--- src/sv/irac_pkg.sv ---
// Types and constants of the IR air-conditioner frame transmitter.
// No dependencies; imported by every module of the block.
package irac_pkg;

	localparam int FRAME_BYTES = 15;
	localparam int TOTAL_BITS  = FRAME_BYTES * 8 + 1;
	localparam int BITPOS_W    = $clog2(TOTAL_BITS);
	localparam int BYTE_IDX_W  = $clog2(FRAME_BYTES);
	localparam int TICK_W      = 15;
	localparam int CODE_W      = 4;
	localparam int CFG_INDEX_W = 3;

	// fixed frame bytes
	localparam logic [7:0] B0_PREAMBLE = 8'h6A;
	localparam logic [7:0] B5_OFF      = 8'h03;
	localparam logic [7:0] B5_BASE     = 8'h40;
	localparam logic [7:0] B8_CONST    = 8'h30;
	localparam logic [7:0] B10_BASE    = 8'h30;

	// register reset values
	localparam logic [TICK_W-1:0] HDR_MARK_RST   = 15'd800;
	localparam logic [TICK_W-1:0] HDR_SPACE_RST  = 15'd18000;
	localparam logic [TICK_W-1:0] BIT_MARK_RST   = 15'd560;
	localparam logic [TICK_W-1:0] ONE_SPACE_RST  = 15'd1500;
	localparam logic [TICK_W-1:0] ZERO_SPACE_RST = 15'd480;
	localparam logic [CODE_W-1:0] OFF_MODE_RST   = 4'd0;
	localparam logic [CODE_W-1:0] COOL_MODE_RST  = 4'd1;

	typedef enum logic {
		OP_TICK    = 1'b0,
		OP_COMMAND = 1'b1
	} op_t;

	typedef enum logic [CFG_INDEX_W-1:0] {
		CFG_HDR_MARK   = 3'd0,
		CFG_HDR_SPACE  = 3'd1,
		CFG_BIT_MARK   = 3'd2,
		CFG_ONE_SPACE  = 3'd3,
		CFG_ZERO_SPACE = 3'd4,
		CFG_OFF_MODE   = 3'd5,
		CFG_COOL_MODE  = 3'd6
	} cfg_reg_t;

	typedef enum logic [2:0] {
		PH_IDLE   = 3'd0,
		PH_HMARK  = 3'd1,
		PH_HSPACE = 3'd2,
		PH_BMARK  = 3'd3,
		PH_BSPACE = 3'd4
	} phase_t;

	typedef struct packed {
		op_t        operation;
		logic [3:0] mode;
		logic [3:0] fan;
		logic [7:0] temperature;
		logic [3:0] turbo;
		logic [2:0] swing;
		logic       sheet;
	} cmd_item_t;

	typedef struct packed {
		logic ir_level;
		logic busy_res;
		logic command_taken;
	} res_item_t;

	typedef struct packed {
		logic [TICK_W-1:0] hdr_mark;
		logic [TICK_W-1:0] hdr_space;
		logic [TICK_W-1:0] bit_mark;
		logic [TICK_W-1:0] one_space;
		logic [TICK_W-1:0] zero_space;
	} timing_t;

	typedef logic [FRAME_BYTES-1:0][7:0] frame_t;

endpackage

--- src/sv/irac_frame_build.sv ---
// Frame assembly and checksum for one command beat.
// Depends on irac_pkg.
module irac_frame_build
	import irac_pkg::*;
(
	input  cmd_item_t         cmd,
	input  logic [CODE_W-1:0] off_mode,
	input  logic [CODE_W-1:0] cool_mode,
	output frame_t            frame
);

	function automatic logic [3:0] rev4(input logic [3:0] n);
		return {n[0], n[1], n[2], n[3]};
	endfunction

	function automatic logic [7:0] rev8(input logic [7:0] b);
		return {rev4(b[3:0]), rev4(b[7:4])};
	endfunction

	// contribution of the nibbles that never change
	localparam logic [7:0] FIXED_SUM = 8'({4'd0, rev4(B0_PREAMBLE[7:4])}
		+ {4'd0, rev4(B0_PREAMBLE[3:0])} + {4'd0, rev4(B8_CONST[7:4])}
		+ {4'd0, rev4(B8_CONST[3:0])} + {4'd0, rev4(B10_BASE[7:4])});

	logic       sheet_eff;
	logic [7:0] b5;
	logic [7:0] sum;

	always_comb begin
		sheet_eff = cmd.sheet & (cmd.mode == cool_mode);
		if (cmd.mode == off_mode) begin
			b5 = B5_OFF;
		end else begin
			b5 = B5_BASE | {sheet_eff, 1'b0, cmd.swing, 3'b000};
		end
		sum = FIXED_SUM + {4'd0, rev4(cmd.temperature[3:0])}
			+ {4'd0, rev4(cmd.temperature[7:4])}
			+ {4'd0, rev4(cmd.mode)} + {4'd0, rev4(cmd.fan)}
			+ {4'd0, rev4(b5[3:0])} + {4'd0, rev4(b5[7:4])}
			+ {4'd0, rev4(cmd.turbo)};

		frame     = '0;
		frame[0]  = B0_PREAMBLE;
		frame[1]  = cmd.temperature;
		frame[4]  = {cmd.fan, cmd.mode};
		frame[5]  = b5;
		frame[8]  = B8_CONST;
		frame[10] = B10_BASE | {4'd0, cmd.turbo};
		frame[FRAME_BYTES-1] = rev8(sum);
	end

endmodule

--- src/sv/irac_pulse_seq.sv ---
// Pulse-distance sequencer: phase, segment timer, bit pointer and frame store.
// Depends on irac_pkg; the frame comes from irac_frame_build.
module irac_pulse_seq
	import irac_pkg::*;
#(
	parameter int TIMER_BITS = 15
) (
	input  logic      clk,
	input  logic      arst_n,
	input  logic      fire,
	input  op_t       operation,
	input  frame_t    frame,
	input  timing_t   timing,
	output res_item_t res_next
);

	phase_t                phase_q, phase_d;
	logic [TIMER_BITS-1:0] count_q, count_d;
	logic [BITPOS_W-1:0]   bitpos_q, bitpos_d;
	logic                  level_q, level_d;
	frame_t                frame_q;

	logic                  load;
	logic                  cur_bit;
	logic [BYTE_IDX_W-1:0] byte_sel;
	logic                  past_data;
	logic [TICK_W-1:0]     seg_raw;
	logic [TICK_W-1:0]     seg_len;
	logic [TIMER_BITS-1:0] count_inc;
	logic                  seg_end;

	always_comb begin
		past_data = (bitpos_q >= BITPOS_W'(FRAME_BYTES * 8));
		byte_sel  = past_data ? '0 : bitpos_q[BITPOS_W-1:3];
		cur_bit   = past_data | frame_q[byte_sel][~bitpos_q[2:0]];

		case (phase_q)
			PH_HMARK:  seg_raw = timing.hdr_mark;
			PH_HSPACE: seg_raw = timing.hdr_space;
			PH_BMARK:  seg_raw = timing.bit_mark;
			PH_BSPACE: seg_raw = cur_bit ? timing.one_space : timing.zero_space;
			default:   seg_raw = TICK_W'(1);
		endcase
		// zero length counts as one tick
		seg_len   = (seg_raw == '0) ? TICK_W'(1) : seg_raw;
		count_inc = count_q + 1'b1;
		seg_end   = (count_inc >= TIMER_BITS'(seg_len));

		load     = fire && (operation == OP_COMMAND) && (phase_q == PH_IDLE);
		phase_d  = phase_q;
		count_d  = count_q;
		bitpos_d = bitpos_q;
		level_d  = level_q;

		if (load) begin
			phase_d  = PH_HMARK;
			count_d  = '0;
			bitpos_d = '0;
			level_d  = 1'b0;
		end else if (fire && (operation == OP_TICK) && (phase_q != PH_IDLE)) begin
			if (!seg_end) begin
				count_d = count_inc;
			end else begin
				count_d = '0;
				case (phase_q)
					PH_HMARK: begin
						phase_d = PH_HSPACE;
						level_d = 1'b1;
					end
					PH_HSPACE: begin
						phase_d  = PH_BMARK;
						bitpos_d = '0;
						level_d  = 1'b0;
					end
					PH_BMARK: begin
						phase_d = PH_BSPACE;
						level_d = 1'b1;
					end
					PH_BSPACE: begin
						if (bitpos_q == BITPOS_W'(TOTAL_BITS - 1)) begin
							phase_d  = PH_IDLE;
							bitpos_d = '0;
							level_d  = 1'b1;
						end else begin
							phase_d  = PH_BMARK;
							bitpos_d = bitpos_q + 1'b1;
							level_d  = 1'b0;
						end
					end
					default: begin
						phase_d = PH_IDLE;
						level_d = 1'b1;
					end
				endcase
			end
		end

		res_next.ir_level      = level_d;
		res_next.busy_res      = (phase_d != PH_IDLE);
		res_next.command_taken = load;
	end

	always_ff @(posedge clk or negedge arst_n) begin
		if (!arst_n) begin
			phase_q  <= PH_IDLE;
			count_q  <= '0;
			bitpos_q <= '0;
			level_q  <= 1'b1;
		end else begin
			phase_q  <= phase_d;
			count_q  <= count_d;
			bitpos_q <= bitpos_d;
			level_q  <= level_d;
		end
	end

	always_ff @(posedge clk) begin
		if (load) begin
			frame_q <= frame;
		end
	end

endmodule

--- src/sv/ir_ac_frame_transmitter_core.sv ---
// IR air-conditioner frame transmitter, top level.
// Depends on irac_pkg, irac_frame_build and irac_pulse_seq.
//
// Takes one beat per clock on cmd: a command beat builds the 15-byte frame
// (checksum in the last byte) and starts the header mark, a tick beat moves
// the pulse timer by one. Every beat yields one res beat with the line level,
// a busy flag and whether a command was taken; a beat passes through the input
// register, then through the frame/timer logic into the result register, and
// throughput is one beat per cycle as long as res is not stalled.
// A command while a frame is in flight is dropped. Segment lengths and mode
// codes sit in seven registers on the cfg port, to be written while idle.
module ir_ac_frame_transmitter_core
	import irac_pkg::*;
#(
	parameter int TIMER_BITS = 15
) (
	input  logic                   clk,
	input  logic                   arst_n,
	input  logic                   cmd_valid,
	output logic                   cmd_stall,
	input  cmd_item_t              cmd,
	output logic                   res_valid,
	input  logic                   res_stall,
	output res_item_t              res,
	input  logic                   cfg_valid,
	output logic                   cfg_ready,
	input  logic [CFG_INDEX_W-1:0] cfg_index,
	input  logic [TICK_W-1:0]      cfg_data
);

	timing_t           timing_q;
	logic [CODE_W-1:0] off_mode_q;
	logic [CODE_W-1:0] cool_mode_q;

	logic      cmd_valid_s1;
	cmd_item_t cmd_s1;
	logic      res_valid_q;
	res_item_t res_q;

	logic      res_free;
	logic      fire;
	frame_t    frame;
	res_item_t res_next;

	assign cfg_ready = 1'b1;
	assign res_free  = !res_valid_q || !res_stall;
	assign fire      = cmd_valid_s1 && res_free;
	assign cmd_stall = cmd_valid_s1 && !res_free;
	assign res_valid = res_valid_q;
	assign res       = res_q;

	always_ff @(posedge clk or negedge arst_n) begin
		if (!arst_n) begin
			timing_q.hdr_mark   <= HDR_MARK_RST;
			timing_q.hdr_space  <= HDR_SPACE_RST;
			timing_q.bit_mark   <= BIT_MARK_RST;
			timing_q.one_space  <= ONE_SPACE_RST;
			timing_q.zero_space <= ZERO_SPACE_RST;
			off_mode_q          <= OFF_MODE_RST;
			cool_mode_q         <= COOL_MODE_RST;
		end else if (cfg_valid && cfg_ready) begin
			case (cfg_index)
				CFG_HDR_MARK:   timing_q.hdr_mark   <= cfg_data;
				CFG_HDR_SPACE:  timing_q.hdr_space  <= cfg_data;
				CFG_BIT_MARK:   timing_q.bit_mark   <= cfg_data;
				CFG_ONE_SPACE:  timing_q.one_space  <= cfg_data;
				CFG_ZERO_SPACE: timing_q.zero_space <= cfg_data;
				CFG_OFF_MODE:   off_mode_q          <= cfg_data[CODE_W-1:0];
				CFG_COOL_MODE:  cool_mode_q         <= cfg_data[CODE_W-1:0];
				default: ;
			endcase
		end
	end

	// input register and result register handshake control
	always_ff @(posedge clk or negedge arst_n) begin
		if (!arst_n) begin
			cmd_valid_s1 <= 1'b0;
			res_valid_q  <= 1'b0;
		end else begin
			if (cmd_valid && !cmd_stall) begin
				cmd_valid_s1 <= 1'b1;
			end else if (fire) begin
				cmd_valid_s1 <= 1'b0;
			end
			if (fire) begin
				res_valid_q <= 1'b1;
			end else if (!res_stall) begin
				res_valid_q <= 1'b0;
			end
		end
	end

	always_ff @(posedge clk) begin
		if (cmd_valid && !cmd_stall) begin
			cmd_s1 <= cmd;
		end
		if (fire) begin
			res_q <= res_next;
		end
	end

	irac_frame_build u_build (
		.cmd       (cmd_s1),
		.off_mode  (off_mode_q),
		.cool_mode (cool_mode_q),
		.frame     (frame)
	);

	irac_pulse_seq #(
		.TIMER_BITS (TIMER_BITS)
	) u_seq (
		.clk       (clk),
		.arst_n    (arst_n),
		.fire      (fire),
		.operation (cmd_s1.operation),
		.frame     (frame),
		.timing    (timing_q),
		.res_next  (res_next)
	);

endmodule

--- config.mk ---
export PLATFORM = sky130hd
export DESIGN_NAME = ir_ac_frame_transmitter_core
export DESIGN_NICKNAME = d
export VERILOG_FILES = /design/src/sv/irac_pkg.sv /design/src/sv/irac_frame_build.sv /design/src/sv/irac_pulse_seq.sv /design/src/sv/ir_ac_frame_transmitter_core.sv
export SDC_FILE = /design/constraint.sdc
export NUM_CORES = 1
export LEC_CHECK = 0
export BUFFER_PORTS_ARGS = -buffer_cell sky130_fd_sc_hd__buf_2
export CAP_MARGIN = 20
export CORE_ASPECT_RATIO = 1.75
export CORE_UTILIZATION = 45
export DETAILED_ROUTE_END_ITERATION = 6
export SLEW_MARGIN = 20
export SYNTH_ARGS = -nofsm -noshare
export SYNTH_HDL_FRONTEND = slang
export SYNTH_SLANG_ARGS = --single-unit
--- constraint.sdc ---
create_clock -name clk -period 5.7 [get_ports clk]
set_input_delay 1.14 -clock clk [delete_from_list [all_inputs] [get_ports clk]]
set_output_delay 1.14 -clock clk [all_outputs]
set_load 0.01 [all_outputs]
==> impl_metrics.toml, run 1 <==
[final_layout]
layout-drive-gt1-share_pct = 31.22
area_growth_pct = 12.78
num-nets-final = 838
num_antenna_cells = 0
final_area_um2 = 10020

[routing]
ant_nets = 0
vias_per_cell = 5.739
num_vias = 5722
dr.pass1.iters = 5
drc_errors = 0
wire_per_inst_um = 21.01
drt_wl_total_um = 20950
drtIter0Drc = 279

[synth]
synth_flop_cell = "dfrtp_1"
syn_area_per_cell_um2 = 12.87
synth.largest_area_cell = "dfrtp_1"
synth_area_um2 = 8884
syn_inst = 690
synthTopCellsByArea = "dfrtp_1 (25%), edfxtp_1 (21%), mux2_2 (12%), dfstp_2 (7.1%), ha_1 (4.2%)"
ys_warn_count = 0
synth_nets = 785
synth-seq-cells = 173
synthArstFlopShare_pct = 64.16
synth.distinct_cells = 65
synth_top_area_share_pct = 24.51
ys_seq_area_share_pct = 52.56
synth_edf_count = 62

[placement]
hpwl_um = 15450
placed_area_um2 = 9442
gp_congestion = 0.9689
port_buffers = 52

[setup_path]
end_kind = "flop"
worstSetupPathType = "flop to flop"
start_kind = "flop"
r2r-start = "u_seq.bitpos_q[4]"
cp_data_required_time_ps = 6030
cp_max_fo = 15
reg2reg_to = "u_seq.bitpos_q[2]"
r2r_slack_ps = 480
reg2regPathDepth = 21
critPathArrivalTime_ps = 5550

[worst_hold_path]
min_path_cells = 0
min_path_type = "flop to flop"
whs_endpoint = "u_seq.frame_q[13]"
hold_start = "cmd_s1[13]"

[floorplanning]
coreArea_um2 = 19280
die_h_um = 187.9
die_area_um2 = 20330
die_w_um = 108.2
io_pins = 54
rows = 67
initial_core_util_pct = 46.07

[timing]
fmax_mhz = 191.6
fin_crit_sh_pct = 91.58
finalHoldViolations = 0
rsz0062_at_grt = "no"
slew_viol_final = 0
period_minus_slack_ps = 5220
tightest_slew_ps = 1026
hold_ws_ps = 454.8
maxSlewHeadroom_pct = 31.32
final-setup-viol-count = 0
setup-tns-final_ps = 0
clock_skew_ps = 11.62

[power]
ir_drop_mv = 0.2323
p_leak_nw = 4.363
power.density_nw_per_um2 = 381.3
p_total_w = 0.003820

[global_route]
grtUsageTotal_pct = 22.14
antenna_found_initial = 0
grt_pass1_vias = 6126
grt_pass1_wl_um = 32770
grt_overflow = 0
grt_max_degree = 77

[clock_network]
cts_resized = 0
cts_hold_buf = 0
cts-root-buf = "clkbuf_16"
max-clock-path-buffers = 2
cts_sinks = 173
htree_levels = 4
cts-buffers-inserted = 17
clkLatencyLatePin_ps = 440
cts_tree = "done"
post_cts_buffers = 0
clk_pin_slew_worst_paths_ps = 70

[flow_run]
max_cap_violations = 0

[run_status]
status = "complete, no violations"
logic make-up (layout without fill, tap and decap cells):
| group | after synthesis | in the layout | synth area share [%] |
|---|---|---|---|
| flip-flops | 173 | 173 | 52.56 |
| XOR/XNOR | 29 | 29 | 2.859 |
| AO/OA/AOI/OAI | 119 | 119 | 10.48 |
| AND/OR/NAND/NOR | 117 | 117 | 7.239 |
| other | 1 | 1 | 0.04221 |
| adder cells (fa/ha/maj) | 47 | 47 | 8.056 |
| multiplexers | 119 | 119 | 14.79 |
| buffers and inverters | 85 | 151 | 3.972 |
power breakdown:
group / switching, W / leakage (nW) / internal (W) / total, W
combinational: 0.000530 / 2.17 / 0.000503 / 0.00103
sequential: 0.000135 / 1.90 / 0.00152 / 0.00165
clock: 0.000494 / 0.287 / 0.000641 / 0.00114
total: 0.00116 / 4.36 / 0.00266 / 0.00382
cells in the mapped netlist, drive strengths merged (8+ instances only):
library cell / n
o21ai: 17
mux2: 98
nand3: 13
nand2: 25
a21oi: 12
ha: 30
a21o: 12
o22a: 14
buf: 12
dfrtp: 87
fa: 17
nand2b: 8
a22oi: 16
and3: 13
nor3: 9
mux2i: 21
xnor2: 12
edfxtp: 62
a32o: 14
clkbuf: 21
xor2: 17
nor2: 16
dfstp: 24
inv: 51
cell usage in the layout (no fill, tap or decap), types with 13 or more instances in the layout:
cell | synthesis | final
a32o_1 | 14 | 14
xor2_1 | 17 | 17
nor2_1 | 16 | 16
dfstp_2 | 24 | 24
edfxtp_1 | 62 | 62
inv_1 | 51 | 51
fa_1 | 17 | 17
buf_4 | 4 | 16
ha_1 | 30 | 30
clkbuf_16 | 0 | 18
o21ai_0 | 16 | 16
mux2i_1 | 21 | 21
nand3_1 | 13 | 13
nand2_1 | 24 | 24
mux2_2 | 98 | 98
a22oi_1 | 16 | 16
dfrtp_1 | 87 | 87
buf_2 | 3 | 51
worst max path at each step:
stage / startpoint / to / slack [ps]
CTS: u_seq.bitpos_q[5] / u_seq.bitpos_q[3] / 500
global route: u_seq.bitpos_q[6] / u_seq.bitpos_q[3] / 110
global placement: u_seq.bitpos_q[5] / u_seq.bitpos_q[3] / 560
finish: u_seq.bitpos_q[4] / u_seq.bitpos_q[2] / 480
detailed placement: u_seq.bitpos_q[5] / u_seq.bitpos_q[3] / 550
floorplan: u_seq.bitpos_q[3] / res[2] / 1060
per-layer routing:
layer / routed length [um] / vias up / track usage, %
met3: 660 / 50 / 4.032
met4: 1267 / 0 / 14.96
met2: 11620 / 140 / 40.30
li1: - / 2639 / -
met1: 7397 / 2893 / 22.21
met5: 0 / - / 0
registers in the layout, summed over array words and instances, names as in the netlist:
signal          cells
u_seq.level_q       1
off_mode_q          4
res_valid           1
u_seq.phase_q       3
u_seq.frame_q      34
cmd_valid_s1        1
cool_mode_q         4
cmd_s1             25
timing_q           75
u_seq.bitpos_q      7
u_seq.count_q      15
res                 3
worst max-delay path: stages (launching register included):
cell and delay (ps):
dfrtp_1 620, nand2_1 260, a31oi_1 260, a2111oi_1 110, o31ai_1 270, a41oi_2 90
o211ai_4 620, mux2i_1 260, o22a_1 210, nand4_2 110, o41ai_2 320, ha_1 280
a31oi_1 160, a21boi_0 110, o21a_1 180, o21a_1 160, o21ai_0 160, a211oi_1 140
o21ai_0 160, buf_4 210, nor2_1 110, a221o_1 320
stage by stage:
| step | util (%) | setup WS [ps] | cells |
|---|---|---|---|
| global route | 51.96 | 106.9 | 997 |
| CTS | 51.96 | 501.2 | 997 |
| floorplan | - | 1063 | 690 |
| finish | 51.96 | 479.8 | 997 |
| global placement | 48.97 | 557.7 | 965 |
| detailed placement | 48.97 | 550.3 | 965 |
final cells by class:
type | count | area, um2
fill | 1668 | 9263
sequential | 173 | 4669
multi-input combinational | 432 | 3900
clock buffer | 20 | 467.9
timing repair buffer | 67 | 375.4
tap | 241 | 301.5
inverter | 52 | 195.2
clock inverter | 12 | 108.9
No activity file was read; power rests on OpenSTA's default activity.
==> run 2, diff against run 1 <==
--- a/config.mk
+++ b/config.mk
@@ -13,4 +13,5 @@
 export SLEW_MARGIN = 20
 export SYNTH_ARGS = -nofsm -noshare
 export SYNTH_HDL_FRONTEND = slang
+export SYNTH_HIERARCHICAL = 1
 export SYNTH_SLANG_ARGS = --single-unit
==> run 2 against run 1 <==
Critical path depth increased by 7; largest cell class unchanged; synthesized cell count grew 49%; final area rose by 47%; die area up 51%; total power grew 47%; non-clock buffer count increased by 43; sequential cell count is 86 higher; largest power group unchanged; critical endpoint is now u_seq/bitpos_q[6]; via count up 37%; combinational power increased by 54%.
==> impl_metrics.toml, run 2 <==
[run_status]
status = "complete, no violations"

[global_route]
antenna_found_initial = 0
busiest_layer = "met2"
grt_max_degree = 74
grt_pass1_vias = 8195
grt_pass1_wl_um = 45760
grt.met1_usage_pct = 20.58
use_met2_pct = 38.50
grtUsageTotal_pct = 19.76
use_met3_pct = 2.174
grt_overflow = 0

[timing]
finalHoldViolations = 0
final-setup-viol-count = 0
maxSlewHeadroom_pct = 25.50
fmax_mhz = 183.8
tightest_slew_ps = 1117
period_minus_slack_ps = 5440
clock_skew_ps = 16.08
fin_crit_sh_pct = 95.43
slew_viol_final = 0

[floorplanning]
coreArea_um2 = 29390
die_area_um2 = 30610
initial_core_util_pct = 45.77
rows = 83
die_h_um = 230.7
io_pins = 54
die_w_um = 132.7

[routing]
ant_nets = 0
wire_per_inst_um = 19.77
dr.pass1.iters = 5
drt_wl_total_um = 29470
vias_per_cell = 5.256
num_vias = 7837
drtIter0Drc = 499
drc_errors = 0

[setup_path]
cp_data_required_time_ps = 6190
start_kind = "flop"
cp_max_fo = 13
r2r-start = "u_seq/bitpos_q[4]"
r2r_slack_ps = 260
reg2regPathDepth = 28
critPathArrivalTime_ps = 5930
worstSetupPathType = "flop to flop"
end_kind = "flop"
max_stage_delay_ps = 480
reg2reg_to = "u_seq/bitpos_q[6]"
slowest_stage = "dfrtp_4"

[worst_hold_path]
min_path_cells = 0
min_path_type = "flop to flop"
whs_endpoint = "u_seq/frame_q[13]"
hold_start = "cmd_s1[13]"

[clock_network]
cts_tree = "done"
max-clock-path-buffers = 3
cts-buffers-inserted = 26
clk_pin_slew_worst_paths_ps = 60
cts-root-buf = "clkbuf_16"
clkLatencyLatePin_ps = 550
cts_sinks = 259
htree_levels = 1

[flow_run]
max_cap_violations = 0

[final_layout]
num_antenna_cells = 0
layout-drive-gt1-share_pct = 27.68
layout_commonest_cell = "edfxtp_1"
largest_reg_flops = 120
top_regs = "u_seq/frame_q x120, timing_q x75, cmd_s1 x25"
final_cell_mix = "edfxtp_1 (148), conb_1 (86), dfrtp_1 (83)"
num-nets-final = 1184
fillers = 2569
area_growth_pct = 9.312
largest_register = "u_seq/frame_q"
postLayoutCoreUtil_pct = 50.03

[placement]
hpwl_um = 20720
gp_congestion = 0.8541
port_buffers = 52

[power]
p_leak_nw = 5.968
ir_drop_mv = 0.2280
power.density_nw_per_um2 = 383.1
p_total_w = 0.005633

[synth]
ys_warn_count = 6
synth_flop_cell = "edfxtp_1"
synth.most_common_cell = "edfxtp_1"
synth.largest_area_cell = "edfxtp_1"
syn_area_per_cell_um2 = 13.10
synthArstFlopShare_pct = 42.86
synth_edf_count = 148
syn_inst = 1027
synthTopCellsByArea = "edfxtp_1 (33%), dfrtp_1 (16%), buf_4 (6.4%), mux2_2 (5.9%), dfstp_2 (4.7%)"
netlist_top_cells_count = "edfxtp_1 (148), buf_4 (114), dfrtp_1 (87), mux2_2 (71)"
synth-seq-cells = 259
synth.distinct_cells = 81
synth_area_um2 = 13450
ys_seq_area_share_pct = 53.92
synth_top_area_share_pct = 33.04
==> run 2: logic make-up (layout without fill, tap and decap cells) <==
kind of cell / after synthesis / count (layout) / share of synthesized area [%]
flops: 259 / 259 / 53.92
buf+inv: 201 / 200 / 9.814
compound gates: 194 / 194 / 10.41
simple gates: 163 / 163 / 6.716
mux: 135 / 135 / 12.14
fa+ha+maj: 46 / 46 / 5.228
xor+xnor: 26 / 26 / 1.693
other cells: 3 / 86 / 0.08371
==> run 2: layout make-up <==
type                    instances  area [um2]  area share (%)
repair buffers                110       757.0           5.148
clock inverters                 9       57.56          0.3915
flip-flops and latches        259        7259           49.37
clock buffers                  38       750.7           5.106
well taps                     382       478.0           3.251
multi-input cells             650        5229           35.56
inverters                      43       171.4           1.166
==> run 2: per-layer routing <==
layer,vias up,routed length [um]
met4,0,1370
met5,-,0
met1,3915,10600
li1,3710,-
met3,66,818
met2,146,16680
==> run 2: where the power goes <==
| group | internal [W] | switching, W | leakage [nW] |
|---|---|---|---|
| Sequential | 0.00227 | 0.000137 | 2.67 |
| Clock | 0.000916 | 0.000720 | 0.401 |
| Combinational | 0.000749 | 0.000844 | 2.89 |
| Total | 0.00393 | 0.00170 | 5.97 |
==> run 2: critical path, delay by kind of cell, from the launching register on <==
kind                       cells  cell delay, ps
AOI/OAI and AO/OA             14            2560
adders and majority gates      1             180
buffers and inverters          6             900
DFF                            1             480
muxes                          1             110
and+or+nand+nor                6            1130
==> run 2: how the worst max path moves through the flow <==
| stage | from | to | slack, ps | cells after the start |
|---|---|---|---|---|
| 6_report | u_seq/bitpos_q[4] | u_seq/bitpos_q[6] | 260 | 28 |
| 5_1_grt | u_seq/bitpos_q[4] | u_seq/bitpos_q[2] | -20 | 27 |
| 4_1_cts | u_seq/bitpos_q[4] | u_seq/bitpos_q[5] | 30 | 24 |
| 3_5_place_dp | u_seq/bitpos_q[4] | u_seq/bitpos_q[5] | 40 | 24 |
| 3_3_place_gp | u_seq/bitpos_q[4] | u_seq/bitpos_q[5] | 160 | 24 |
| 2_1_floorplan | u_seq/bitpos_q[3] | res[2] | 380 | 27 |
==> run 2: repair_timing <==
| action | CTS | global route |
|---|---|---|
| buffers inserted | 0 | 12 |
| hold buffers | 0 | 0 |
| gates resized for setup | 0 | 22 |
| setup endpoints to repair | 0 | 28 |
==> run 2: metrics by stage <==
stage          std cells  setup slack (ps)  instance area [um2]  hold slack, ps  setup TNS (ps)
2_1_floorplan       1110             384.4                13760           443.4               0
3_3_place_gp        1432             155.2                13730           437.1               0
3_5_place_dp        1432             40.32                13730           435.4               0
4_1_cts             1479             27.18                14540           453.9               0
5_1_grt             1491            -23.84                14700           465.7          -72.46
6_report            1491             260.4                14700           450.8               0
